## src/design/lpd_pkg.sv

```systemverilog
// Package for the length-prefixed deframer: beat payload types and the parse phase.
// No dependencies; lpd_if and length_prefixed_deframer_core use it.
`timescale 1ns / 1ps

package lpd_pkg;

    typedef enum logic [1:0] {
        PH_HDR_HI = 2'd0,
        PH_HDR_LO = 2'd1,
        PH_LEN    = 2'd2,
        PH_PAY    = 2'd3
    } phase_t;

    typedef struct packed {
        logic [7:0] rx_byte;
    } rx_beat_t;

    typedef struct packed {
        logic [13:0] msg_type;
        logic [7:0]  payload_byte;
        logic        has_payload;
        logic        last_byte;
    } msg_beat_t;

endpackage

```

## src/design/lpd_if.sv

```systemverilog
// Valid/ready channel interfaces for the deframer's byte input and message output.
// Depends on lpd_pkg for the beat types.
`timescale 1ns / 1ps

interface lpd_rx_if;
    logic              valid;
    logic              ready;
    lpd_pkg::rx_beat_t data;

    modport source (output valid, output data, input ready);
    modport sink (input valid, input data, output ready);
endinterface

interface lpd_msg_if;
    logic               valid;
    logic               ready;
    lpd_pkg::msg_beat_t data;

    modport source (output valid, output data, input ready);
    modport sink (input valid, input data, output ready);
endinterface

```

## src/design/length_prefixed_deframer_core.sv

```systemverilog
// Length-prefixed deframer: takes one stream byte per beat and takes it apart into
// typed message bytes. One byte per cycle; the only wait is a held output beat that
// the sink has not taken. A byte is processed in the cycle it is accepted and its
// result, if any, appears in the output register on the next cycle. Header and
// length bytes produce no output beat, except that a zero-length message produces one
// empty beat from its last header or length byte. Depends on lpd_pkg and lpd_if.
`timescale 1ns / 1ps

module length_prefixed_deframer_core #(
    parameter int MAX_LENGTH_BYTES = 3
) (
    input logic       clk,
    input logic       rst_n,
    lpd_rx_if.sink    rx,
    lpd_msg_if.source msg
);

    localparam int LEN_W = 8 * MAX_LENGTH_BYTES;

    lpd_pkg::phase_t    phase_reg, phase_next;
    logic [7:0]         header_high_reg, header_high_next;
    logic [13:0]        type_reg, type_next;
    logic [1:0]         len_left_reg, len_left_next;
    logic [LEN_W-1:0]   pay_left_reg, pay_left_next;
    logic               out_valid_reg;
    lpd_pkg::msg_beat_t out_data_reg;

    logic               rx_fire;
    logic               emit;
    lpd_pkg::msg_beat_t emit_data;
    logic [LEN_W+7:0]   len_shift;
    logic [LEN_W-1:0]   pay_dec;
    logic [1:0]         len_dec;
    logic [7:0]         b;

    assign b        = rx.data.rx_byte;
    assign rx.ready = !out_valid_reg || msg.ready;
    assign rx_fire  = rx.valid && rx.ready;

    assign len_shift = {pay_left_reg, b};
    assign pay_dec   = pay_left_reg - LEN_W'(1);
    assign len_dec   = len_left_reg - 2'd1;

    // next phase
    always_comb
    begin
        phase_next = phase_reg;
        unique case (phase_reg)
            lpd_pkg::PH_HDR_HI:
                phase_next = lpd_pkg::PH_HDR_LO;
            lpd_pkg::PH_HDR_LO:
                phase_next = (b[1:0] == 2'd0) ? lpd_pkg::PH_HDR_HI : lpd_pkg::PH_LEN;
            lpd_pkg::PH_LEN:
            begin
                if (len_dec == 2'd0)
                begin
                    phase_next = (len_shift[LEN_W-1:0] == '0) ? lpd_pkg::PH_HDR_HI
                                                              : lpd_pkg::PH_PAY;
                end
            end
            lpd_pkg::PH_PAY:
                phase_next = (pay_dec == '0) ? lpd_pkg::PH_HDR_HI : lpd_pkg::PH_PAY;
            default:
                phase_next = lpd_pkg::PH_HDR_HI;
        endcase
    end

    // datapath and result
    always_comb
    begin
        header_high_next       = header_high_reg;
        type_next              = type_reg;
        len_left_next          = len_left_reg;
        pay_left_next          = pay_left_reg;
        emit                   = 1'b0;
        emit_data.msg_type     = type_reg;
        emit_data.payload_byte = 8'd0;
        emit_data.has_payload  = 1'b0;
        emit_data.last_byte    = 1'b1;
        unique case (phase_reg)
            lpd_pkg::PH_HDR_HI:
                header_high_next = b;
            lpd_pkg::PH_HDR_LO:
            begin
                type_next          = {header_high_reg, b[7:2]};
                len_left_next      = b[1:0];
                pay_left_next      = '0;
                emit               = (b[1:0] == 2'd0);
                emit_data.msg_type = {header_high_reg, b[7:2]};
            end
            lpd_pkg::PH_LEN:
            begin
                pay_left_next = len_shift[LEN_W-1:0];
                len_left_next = len_dec;
                emit          = (len_dec == 2'd0) && (len_shift[LEN_W-1:0] == '0);
            end
            lpd_pkg::PH_PAY:
            begin
                pay_left_next          = pay_dec;
                emit                   = 1'b1;
                emit_data.payload_byte = b;
                emit_data.has_payload  = 1'b1;
                emit_data.last_byte    = (pay_dec == '0);
            end
            default:
                emit = 1'b0;
        endcase
    end

    always_ff @(posedge clk or negedge rst_n)
    begin
        if (!rst_n)
        begin
            phase_reg       <= lpd_pkg::PH_HDR_HI;
            header_high_reg <= '0;
            type_reg        <= '0;
            len_left_reg    <= '0;
            pay_left_reg    <= '0;
        end
        else if (rx_fire)
        begin
            phase_reg       <= phase_next;
            header_high_reg <= header_high_next;
            type_reg        <= type_next;
            len_left_reg    <= len_left_next;
            pay_left_reg    <= pay_left_next;
        end
    end

    always_ff @(posedge clk or negedge rst_n)
    begin
        if (!rst_n)
        begin
            out_valid_reg <= 1'b0;
        end
        else if (rx_fire)
        begin
            out_valid_reg <= emit;
        end
        else if (msg.ready)
        begin
            out_valid_reg <= 1'b0;
        end
    end

    // payload register: load only when a new beat goes out
    always_ff @(posedge clk)
    begin
        if (rx_fire && emit)
        begin
            out_data_reg <= emit_data;
        end
    end

    assign msg.valid = out_valid_reg;
    assign msg.data  = out_data_reg;

endmodule

```

## src/flat_wrapper.sv

```systemverilog
// flat-port wrapper written by rule: the top's interface ports become plain ports
module length_prefixed_deframer_core_flat 
#(
    parameter int MAX_LENGTH_BYTES = 3
)
  (clk, rst_n, rx_valid, rx_data, rx_ready, msg_valid, msg_data, msg_ready);
  lpd_rx_if rx_i ();
  lpd_msg_if msg_i ();
  input logic clk;
  input logic rst_n;
  input wire logic [$bits(rx_i.valid)-1:0] rx_valid;
  input wire logic [$bits(rx_i.data)-1:0] rx_data;
  output wire logic [$bits(rx_i.ready)-1:0] rx_ready;
  output wire logic [$bits(msg_i.valid)-1:0] msg_valid;
  output wire logic [$bits(msg_i.data)-1:0] msg_data;
  input wire logic [$bits(msg_i.ready)-1:0] msg_ready;
  assign rx_i.valid = rx_valid;
  assign rx_i.data = rx_data;
  assign rx_ready = rx_i.ready;
  assign msg_valid = msg_i.valid;
  assign msg_data = msg_i.data;
  assign msg_i.ready = msg_ready;
  length_prefixed_deframer_core #(.MAX_LENGTH_BYTES(MAX_LENGTH_BYTES)) u_core (.clk(clk), .rst_n(rst_n), .rx(rx_i), .msg(msg_i));
endmodule
```

## config.mk

```make
export PLATFORM = sky130hd
export DESIGN_NAME = length_prefixed_deframer_core_flat
export DESIGN_NICKNAME = d
export VERILOG_FILES = /design/src/design/lpd_pkg.sv /design/src/design/lpd_if.sv /design/src/design/length_prefixed_deframer_core.sv /design/src/flat_wrapper.sv
export SDC_FILE = /design/constraint.sdc
export NUM_CORES = 1
export LEC_CHECK = 0
export ABC_AREA = 1
export BUFFER_PORTS_ARGS = -buffer_cell sky130_fd_sc_hd__buf_2
export CAP_MARGIN = 20
export CORE_MARGIN = 2
export CORE_UTILIZATION = 64
export CTS_CLUSTER_DIAMETER = 200
export DETAILED_ROUTE_END_ITERATION = 6
export PLACE_DENSITY = 0.89
export SLEW_MARGIN = 25
export SYNTH_ARGS = -nofsm -noshare
export SYNTH_HDL_FRONTEND = slang
export SYNTH_SLANG_ARGS = --single-unit
```

## constraint.sdc

```tcl
create_clock -name clk -period 5.4 [get_ports clk]
set_clock_uncertainty 0.15 [all_clocks]
set_input_delay 0.54 -clock clk [delete_from_list [all_inputs] [get_ports clk]]
set_output_delay 0.54 -clock clk [all_outputs]
set_load 0.1 [all_outputs]
```

======== Word-level counts from Yosys, hierarchy flattened ========
Cells that the tools add are included.
cells by class
  add/subtract/negate cells ............... 2
  equal/unequal tests ..................... 4
  muxes and demuxes ....................... 12
  reductions and logical operators ........ 17
operators with widths
  kind                   count
  $pmux 24 s3            1
  $logic_not 24->1       2
  $sub 24x1->24 const B  1
  $mux 14                1
  $mux 2                 5
  $pmux 2 s4             1
  $reduce_and 2->1       4
  $logic_not 2->1        3
  $eq 2x2->1 const B     2
  $pmux 2 s2             1
  $reduce_bool 2->1      2
  $logic_and 1x1->1      3
  $pmux 1 s3             1
  $reduce_bool 3->1      1
  $eq 2x1->1 const B     1
  $mux 1                 2
  $ne 2x1->1 const B     1
  $sub 2x1->2 const B    1
  $logic_not 1->1        1
  $logic_or 1x1->1       1
storage, ports and cells
  flip-flop bits (word level) ............. 75

======== Depth between registers and ports, before layout ========
  depth in word-level cells ............... 5
  mapped depth ............................ 16
  mapped depth without buffers ............ 16

======== Least setup slack after synthesis ========
OpenSTA, ideal clock, no wires.
  path type ............................... reg2reg
  from .................................... reg u_core.out_valid_reg (netlist: u_core.msg.valid)
  to ...................................... reg u_core.out_data_reg, in the netlist u_core.msg.data[0] (enable)
  setup time .............................. 379 ps
  arrival ................................. 2790 ps
  slack ................................... 2081 ps
  stages on the path, launching flop included .. 6
  buffers on the path ..................... 0
  period minus slack after synthesis ...... 3319 ps
  path through ............................ dfrtp_1 -> nand2_1 -> nand2_1 -> nor2_1 -> nand2_1 -> inv_1
between the ends
  longest elaborated chain between the ends .. 4
ends and longest elaborated chain
  item                      line                                  text
  start: declaration        length_prefixed_deframer_core.sv:25   logic out_valid_reg;
  start signal: assignment  length_prefixed_deframer_core.sv:138  out_valid_reg <= emit;
  $logic_not 1->1           length_prefixed_deframer_core.sv:37   assign rx.ready = !out_valid_reg || msg.ready;
  $logic_or 1x1->1          length_prefixed_deframer_core.sv:37
  net rx_ready              flat_wrapper.sv:13                    output wire logic [$bits(rx_i.ready)-1:0] rx_ready;
  $logic_and 1x1->1         length_prefixed_deframer_core.sv:38   assign rx_fire = rx.valid && rx.ready;
  $logic_and 1x1->1         length_prefixed_deframer_core.sv:149  if (rx_fire && emit)
  end signal: assignment    length_prefixed_deframer_core.sv:151  out_data_reg <= emit_data;
  end: declaration          length_prefixed_deframer_core.sv:26   lpd_pkg::msg_beat_t out_data_reg;
The timed path passes the listed nets, and every way through them passes these cells.
A chain may end at the register's enable or synchronous reset.

======== Worst setup path after layout ========
  from .................................... reg u_core.phase_reg[1]
  to ...................................... reg u_core.out_data_reg, in the netlist u_core.msg.data[6] (enable)
between the ends
  longest elaborated chain between the ends .. 3
  elaborated cells between the ends (all ways) .. 5
  those cells by class .................... 3 x eq/ne; 1 x mux; 1 x reduce/logical
ends and longest elaborated chain
  item                                             line                                  text
  start: declaration                               length_prefixed_deframer_core.sv:20   lpd_pkg::phase_t phase_reg, phase_next;
  start signal: assignment                         length_prefixed_deframer_core.sv:114  phase_reg <= lpd_pkg::PH_HDR_HI;
  start signal: assignment                         length_prefixed_deframer_core.sv:122  phase_reg <= phase_next;
  $eq 2x2->1 / $eq 2x1->1 (equally long branches)  length_prefixed_deframer_core.sv:80   unique case (phase_reg)
  $pmux 1 s3 (*)                                   length_prefixed_deframer_core.sv:80
  $logic_and 1x1->1 (*)                            length_prefixed_deframer_core.sv:149
Every way passes the cells marked *; elsewhere a longest branch is shown, timed or not.

==> key figures <==
Global route
  • Global route total overflow: 0
  • GR Util All Layers: 28.8%
  • Largest net degree at the start of global routing: 52
  • Vias in the first global route: 3,370
  • Initial antenna violation count: 0
  • First-pass GRT wire length: 16,000 µm

Power and ir drop
  • Sw Pwr: 0.00141 W
  • Pwr Total: 0.00278 W
  • Clock power share: 14.8%
  • Sw frac: 50.8%
  • Sequential Power Share: 35.9%
  • P_int: 0.00137 W
  • Logic gate share of total power: 49.3%
  • Power Dens Cells: 625 nW/µm²
  • VDD IR max: 0.000406 V
  • Leak pwr: 2.15 nW

Drt
  • Total wire length: 9570 µm
  • Drt via density: 5.90
  • Pre-antenna DRT Iters: 6
  • Initial DRC count: 511
  • Detail Route Antenna Nets: 0
  • Vias: 3,628
  • Drt drc: 0
  • WL/cell: 15.6 µm

Run status
  • Outcome: completed

CTS
  • CTS sink count: 75
  • Worst skew pair latency: 0.36 ns
  • # Post-CTS Setup Buffers: 0
  • Reg clk slew, reported paths: 0.09 ns
  • CTS max path bufs: 2
  • Post-CTS Hold Fix Bufs: 0
  • CTS tree: done
  • CTS Buf Count: 9
  • Post-cts resize count: 0
  • # H-tree levels: 3
  • CTS Root Cell: clkbuf_8

Worst setup path
  • Worst Setup End Kind: flip-flop
  • Crit Path Class: flip-flop to flip-flop
  • R2r startpoint: u_core.phase_reg[1]
  • Largest fanout on the critical path: 30
  • CP Data Arrival Time: 2.73 ns
  • WP data required: 5.24 ns
  • Worst setup startpoint: u_core.phase_reg[1]
  • Startpoint types: flip-flop

STA
  • Slew Viols, Final: 0
  • Setup ws final: 2.50 ns
  • Setup TNS: 0 ns
  • RSZ-0062 raised after global routing: false
  • Minimum clock period: 2.90 ns
  • Worst-Margin Slew: 0.942 ns
  • Max-slew headroom: 37.1%
  • Setup violations, final: 0
  • Final-report hold violation count: 0
  • Period utilization: 53.6%
  • Max Freq: 0.345 GHz

Worst hold path
  • HP Class: input port to asynchronous set/reset pin

Synthesis
  • Post-synth EDFFs: 24
  • Synth async-reset ratio: 68.0%
  • Synth area leader: dfrtp_1
  • Syn_nets: 522
  • Syn Inst Count: 502
  • Post-synth top flop: dfrtp_1
  • FF+latch count, synth: 75
  • Library cells used by synthesis: 32
  • Synthesized cell area: 4040 µm²
  • Area contributors post-synth: dfrtp_1 (32%), edfxtp_1 (18%), nand2_1 (13%)
  • Yosys warnings: 0
  • Mapped Avg Cell Area: 8.05 µm²
  • Register area share after synthesis: 49.4%
  • Top-area cell type share of the netlist area: 31.6%

Floorplan
  • Die area: 6970 µm²
  • Placeable core area: 6030 µm²
  • Die height: 83.5 µm
  • Initial Util: 67.1%
  • Top Ports: 38
  • Die width: 83.5 µm
  • Rows: 28

Placement
  • Final Wtd Congestion: 0.908
  • Port Buf Inserts: 37
  • Place WS: 2.50 ns
  • HPWL Detailed: 6380 µm

Finish
  • Area Overhead vs Synth: 10.1%
  • Fill cells: 451
  • Final Net Count: 555
  • Layout cell share with drive strength beyond 1: 14.1%
  • # diodes: 0

Job
  • MaxCap Viol Count: 0
[per-stage QoR]
| step | hold WS [ns] | instance area, µm² | std cells | util (%) |
|---|---|---|---|---|
| after CTS | 0.160 | 4450 | 615 | 73.8 |
| after floorplan | 0.0944 | 4040 | 502 | - |
| final | 0.114 | 4450 | 615 | 73.8 |
| after detailed placement | 0.328 | 4260 | 599 | 70.8 |
| after global routing | 0.201 | 4450 | 615 | 73.8 |
| after global placement | 0.320 | 4260 | 599 | 70.8 |
[power by group through the flow]
stage / clock (W) / combinational (W) / sequential, W
global placement: 0 / 0.00129 / 0.000989
floorplan: 0 / 0.000825 / 0.00122
finish: 0.000412 / 0.00137 / 0.000997
global route: 0.000432 / 0.00151 / 0.00102
CTS: 0.000411 / 0.00135 / 0.000989
detailed placement: 0 / 0.00133 / 0.000999
[layout make-up]
class / count / area, µm² / share of cell area [%]
clock buffers: 10 / 138 / 3.09
clock inverters: 6 / 46.3 / 1.04
inverters: 72 / 270 / 6.08
multi-input cells: 338 / 1700 / 38.3
flip-flops and latches: 75 / 2000 / 44.9
well taps: 75 / 93.8 / 2.11
repair buffers: 39 / 200 / 4.50
[per-layer routing]
metal	up-vias	GRT usage, %	share of wire, %
li1	1695	-	-
met1	1684	38.7	40
met2	211	45.7	48
met3	38	4.85	7.8
met4	0	14.1	3.3
met5	-	0	0
[worst paths after layout]
| kind | to | slack (ns) | cells after the start |
|---|---|---|---|
| min in group clk | u_core.msg.valid | 0.33 | 4 |
| max in group asynchronous | u_core.type_reg[13] | 4.50 | 2 |
| worst max register to register | u_core.msg.data[6] | 2.50 | 6 |
| worst min-delay path | u_core.type_reg[7] | 0.11 | 2 |
| worst min register to register | u_core.header_high_reg[1] | 0.35 | 2 |
| worst max-delay path | u_core.msg.data[6] | 2.50 | 6 |
[cell families (layout without fill, tap and decap cells)]
logic type | after synthesis | in the layout | synth area share (%)
simple gates | 232 | 232 | 25.2
compound gates | 93 | 93 | 13.1
buf+inv | 89 | 127 | 8.45
flops | 75 | 75 | 49.4
fa+ha+maj | 8 | 8 | 2.48
xor+xnor | 3 | 3 | 0.836
mux | 2 | 2 | 0.557
[cells in the final DEF (no fill, tap or decap), drive strengths merged, types with 3 or more instances in the layout]
cell / Yosys / final
nand2: 143 / 143
inv: 71 / 74
nor2: 53 / 53
dfrtp: 51 / 51
o21ai: 46 / 46
buf: 1 / 39
nand3: 24 / 24
edfxtp: 24 / 24
a21oi: 21 / 21
a22oi: 18 / 18
clkbuf: 16 / 10
nand4: 9 / 9
ha: 8 / 8
o22ai: 3 / 3
[synth_stat cells, types with 4 or more instances]
| master | n |
|---|---|
| inv_1 | 68 |
| o21ai_0 | 41 |
| clkbuf_1 | 16 |
| a22oi_1 | 18 |
| nor2_4 | 4 |
| nand4_1 | 9 |
| nor2_1 | 43 |
| nand3_1 | 24 |
| nand2_1 | 138 |
| edfxtp_1 | 24 |
| a21oi_1 | 21 |
| nor2_2 | 5 |
| dfrtp_1 | 51 |
| ha_1 | 8 |
| o21ai_1 | 5 |
[critical path: stages (launching register included)]
cell and delay [ns]:
dfrtp_1 0.43, inv_1 0.12, ha_1 0.74, nand2_1 0.15
nand3_1 0.12, nand2_1 0.08, inv_1 0.72
No activity file was read; power rests on OpenSTA's default activity.
